**src/design/ssst_queue.sv**
```systemverilog
// Two-entry job queue between the load side and the compute side.
module ssst_queue #(
   parameter int WIDTH = 8
) (
   input  logic             clock,
   input  logic             reset,
   input  logic             push,
   input  logic [WIDTH-1:0] push_data,
   input  logic             pop,
   output logic [WIDTH-1:0] head,
   output logic             empty,
   output logic             full
);

   logic [WIDTH-1:0] entry_ff [2];
   logic             wr_ptr_ff, wr_ptr_in;
   logic             rd_ptr_ff, rd_ptr_in;
   logic [1:0]       fill_ff, fill_in;
   logic             do_push, do_pop;

   assign empty   = fill_ff == 2'd0;
   assign full    = fill_ff == 2'd2;
   assign do_push = push & ~full;
   assign do_pop  = pop & ~empty;
   assign head    = entry_ff[rd_ptr_ff];

   always_comb begin
      wr_ptr_in = wr_ptr_ff ^ do_push;
      rd_ptr_in = rd_ptr_ff ^ do_pop;
      fill_in   = fill_ff + 2'(do_push) - 2'(do_pop);
   end

   always_ff @(posedge clock) begin
      if (do_push) entry_ff[wr_ptr_ff] <= push_data;
   end

   always_ff @(posedge clock) begin
      if (reset) begin
         wr_ptr_ff <= 1'b0;
         rd_ptr_ff <= 1'b0;
         fill_ff   <= 2'd0;
      end else begin
         wr_ptr_ff <= wr_ptr_in;
         rd_ptr_ff <= rd_ptr_in;
         fill_ff   <= fill_in;
      end
   end

endmodule

```
**config.mk**
```make
export PLATFORM = sky130hd
export DESIGN_NAME = ssst_queue
export DESIGN_NICKNAME = d
export VERILOG_FILES = /design/src/design/ssst_queue.sv
export SDC_FILE = /design/constraint.sdc
export NUM_CORES = 1
export LEC_CHECK = 0
export BUFFER_PORTS_ARGS = -buffer_cell sky130_fd_sc_hd__buf_4
export CELL_PAD_IN_SITES_DETAIL_PLACEMENT = 2
export CELL_PAD_IN_SITES_GLOBAL_PLACEMENT = 2
export CORE_UTILIZATION = 31
export DETAILED_ROUTE_END_ITERATION = 6
export PLACE_DENSITY = 0.81
export RECOVER_POWER = 100
export SYNTH_ARGS = -nofsm -noshare
export SYNTH_HDL_FRONTEND = slang
export SYNTH_SLANG_ARGS = --single-unit
```
**constraint.sdc**
```tcl
create_clock -name clock -period 1.65 [get_ports clock]
set_clock_uncertainty 0.15 [all_clocks]
set_input_delay 0 -clock clock [delete_from_list [all_inputs] [get_ports clock]]
set_output_delay 0 -clock clock [all_outputs]
set_load 0.05 [all_outputs]
```
# Word level (Yosys, flattened, before mapping)
# Memories as Yosys holds them, arrays and structs flattened. A register that Yosys moved wholly into a read port is not among the register bits.
# Index checks and enable logic that the tools add are counted.
# totals
register_bits,4
ram_bits,16
input_bits,12
out_inout_bits,10
word_cells,17
mem_count,1
# mem_list
name,words,word_bits,read_ports,rd_ports_with_merged_regs,wr,line_no,source
entry_ff,2,8,1,1,1,15,logic [WIDTH-1:0] entry_ff [2];
# op_classes
add_sub_neg,2
n_eq_ne,1
n_mux,3
n_bitwise,6
n_reduce_logical,1
# op_table
operator,count
2-to-1 mux 1 bit,3
adder 2 x 1 -> 2 bit,1
AND 1 bit,2
"equality test 2 bit, second input constant",1
logical NOT 2 bit,1
NOT 1 bit,2
subtractor 2 x 1 -> 2 bit,1
bitwise XOR 1 bit,2

# Longest topological paths before layout
# depth
word_depth,5
ltp_mapped,7

# Worst setup path after synthesis
# OpenSTA, ideal clock, no wires.
# synth_path
path_kind,reg-to-reg
from,register fill_ff[1]
to,register fill_ff[1]
setup_time_ns,0.064
arrival_ns,1.306
required_time_ns,1.436
setup_slack_ns,0.130
stages_incl_launch_ff,8
n_path_buf,0
synth_period_minus_slack_ns,1.520
cell_sequence,dfxtp_1 > or2b_1 > nand2_1 > ha_1 > inv_1 > ha_1 > xnor3_1 > nor2_1
# synth_between
elab_chain_len,5
# synth_lines
element,line_no,source
start: declaration,18,"logic [1:0] fill_ff, fill_in;"
start signal: assignment,45,fill_ff <= fill_in;
equality test 2 bit,22,assign full = fill_ff == 2'd2;
NOT 1 bit,23,assign do_push = push & ~full;
AND 1 bit,23,
adder 2 x 1 -> 2 bit,30,fill_in = fill_ff + 2'(do_push) - 2'(do_pop);
subtractor 2 x 1 -> 2 bit (*),30,
# Mark *: on every way between the ends. The rest lies on a longest branch, timed or not.
# A chain may end at the register's enable or synchronous reset.

# Worst setup path after layout
# Ends and elaborated chain as after synthesis.

==> impl_metrics.env <==
export IMPL_status="completed"
export IMPL_die_area_sq_um=2799
export IMPL_power_density_nw_per_um2=1542
export IMPL_hold_path_endpoint="fill_ff[0]"
export IMPL_syn_instance_count=48
export IMPL_min_period_ns=1.623
export IMPL_antenna_found_initial=0
export IMPL_grt_usage_pct=14.53
export IMPL_clkTransAtPathRegs_ns=0.11
export IMPL_die_h_microns=52.91
export IMPL_end_kind="register"
export IMPL_initial_utilization_pct=32.72
export IMPL_cp_max_fo=4
export IMPL_syn_area_sq_um=803.3
export IMPL_rows=18
export IMPL_drt_iter0_drc=5
export IMPL_wirelength_microns=1653
export IMPL_grt_max_degree=12
export IMPL_yosys_register_bits=20
export IMPL_cpPeakStageDelay_ns=0.36
export IMPL_top_level_ports=22
export IMPL_leakage_nw=0.4572
export IMPL_ctsHtreeMaxLevel=1
export IMPL_finalHoldViolations=0
export IMPL_die_w_microns=52.91
export IMPL_synth_top_area_share_pct=59.81
export IMPL_drive_above_1_share_pct=48.19
export IMPL_crit_chain="or2b_1 -> nand2_1 -> ha_1 -> inv_2 -> ha_4 -> xnor3_1 -> nor2_1"
export IMPL_root_buffer="clkbuf_4"
export IMPL_rrSetupSlack_ns=0.03
export IMPL_layout_common_cells="edfxtp_1, buf_4, dlygate4sd3_1"
export IMPL_fin_crit_sh_pct=98.35
export IMPL_clock_path_buffers=2
export IMPL_setup_tns_ns=0
export IMPL_holdPathStages=3
export IMPL_dpl_hpwl_microns=1121
export IMPL_grt_pass1_wl_microns=2670
export IMPL_final_common_cell="edfxtp_1"
export IMPL_critPathLaunchType="register"
export IMPL_drv_cap=0
export IMPL_vias_per_cell=4.646
export IMPL_critPathArrivalTime_ns=1.72
export IMPL_coreArea_sq_um=2455
export IMPL_fmaxAchievable_mhz=616.3
export IMPL_maxSlewHeadroom_pct=83.69
export IMPL_rsz0062_at_grt="true"
export IMPL_setup_viol=0
export IMPL_holdCritStartpoint="reset"
export IMPL_numCtsBuffers=3
export IMPL_area_delta_synth_final_pct=43.93
export IMPL_cts_sinks=20
export IMPL_synth_largest_area_cell="edfxtp_1"
export IMPL_critPathKind="reg -> reg"
export IMPL_synth_distinct_cells=13
export IMPL_num_antenna_cells=0
export IMPL_post_cts_buffers=0
export IMPL_syn_num_nets=64
export IMPL_remaining_drc_errors=0
export IMPL_yosysSeqAreaShare_pct=69.78
export IMPL_hold_class="in -> reg"
export IMPL_holdWs_ns=0.2738
export IMPL_ant_nets=0
export IMPL_ir_drop_mv=1.004
export IMPL_ys_warn_count=0
export IMPL_firstDrtPassIters=2
export IMPL_drv_slew=0
export IMPL_worstMarginPinSlew_ns=0.2446
export IMPL_cp_slowest_cell="dfxtp_2"
export IMPL_r2r_end="fill_ff[1]"
export IMPL_cts_tree="yes"
export IMPL_finish_net_count=100
export IMPL_r2r_worst_path_cells=7
export IMPL_cp_data_required_time_ns=1.74
export IMPL_insertion_delay_ns=0.30
export IMPL_globalplace_congestion=0.6273
export IMPL_layout_cells_non_filler=113
export IMPL_grt_overflow=0
export IMPL_r2r_start="fill_ff[1]"
export IMPL_syn_avg_cell_area_sq_um=16.73
export IMPL_wl_per_cell_microns=14.63
export IMPL_grt_pass1_vias=596
export IMPL_synthTopCellsByArea="edfxtp_1, mux2_2, dfxtp_1"
export IMPL_placed_cells=98
export IMPL_vias=525
export IMPL_port_buffers=21
[cells by family after synthesis]
logic type                 count (synthesis)  synth area share (%)
adders and majority gates                  4                 6.231
muxes                                      9                 12.62
AOI/OAI and AO/OA                          1                0.9349
buffers and inverters                      4                 2.024
xor gates and xnor gates                   1                 2.804
DFF                                       20                 69.78
and+or+nand+nor                            9                 5.607
[layer usage]
layer  vias up  global-route usage, %  routed length [microns]
met3         5                  4.598                      100
met1       259                  12.30                      610
met5         -                      0                        0
li1        242                      -                        -
met4         0                  9.211                       41
met2        19                  28.27                      900
[worst max path at each step]
stage,startpoint,endpoint,slack (ns),cells after the start
after floorplan,fill_ff[1],fill_ff[1],0.13,7
after global placement,fill_ff[0],entry_ff[1][6],0.1,3
after detailed placement,fill_ff[1],fill_ff[1],-0.01,7
after CTS,fill_ff[1],fill_ff[1],-0.006,7
after global routing,fill_ff[1],fill_ff[1],-0.08,7
final,fill_ff[1],fill_ff[1],0.03,7
[worst max-delay path, delay by kind of cell, from the launching register on]
| kind | cells | cell delay (ns) |
|---|---|---|
| flops | 1 | 0.36 |
| xor+xnor | 1 | 0.19 |
| buf+inv | 1 | 0.07 |
| fa+ha+maj | 2 | 0.36 |
| simple gates | 3 | 0.43 |
[synth_stat cells, drive strengths merged]
cell type,instances
and2,1
buf,1
dfxtp,4
edfxtp,16
ha,4
inv,3
mux2,9
nand2,1
nor2,4
nor2b,2
o21a,1
or2b,1
xnor3,1
[layout make-up]
type,count,area [sq um]
sequential,20,564.3
inverter,3,11.26
fill,240,1299
multi-input combinational,24,246.5
tap,30,37.54
clock buffer,4,36.28
timing repair buffer,32,260.3
[per-stage QoR]
stage	power [mW]	setup slack [ns]	utilization [%]	cell area, sq um
CTS	1.764	-0.006015	46.53	1142
global route	1.881	-0.08100	47.09	1156
floorplan	1.238	0.1297	-	803.3
finish	1.783	0.02730	47.09	1156
global placement	1.422	0.09514	40.47	993.5
detailed placement	1.461	-0.01139	40.47	993.5
[state kept, by name (all words and copies together), names as in the netlist]
register / cells
entry_ff: 16
rd_ptr_ff: 1
wr_ptr_ff: 1
fill_ff: 2
[repair_timing]
action	4_1_cts	5_1_grt
hold buffers	11	0
endpoints found under the setup margin	9	18
gates resized for setup	2	6
hold endpoints to repair	20	0
pin swaps	1	0
[report_power, final]
group / internal [mW] / switching (mW) / leakage [nW]
Clock: 0.135 / 0.146 / 0.0210
Sequential: 0.652 / 0.0668 / 0.184
Combinational: 0.321 / 0.463 / 0.253
Power figures use the tool's default switching activity.
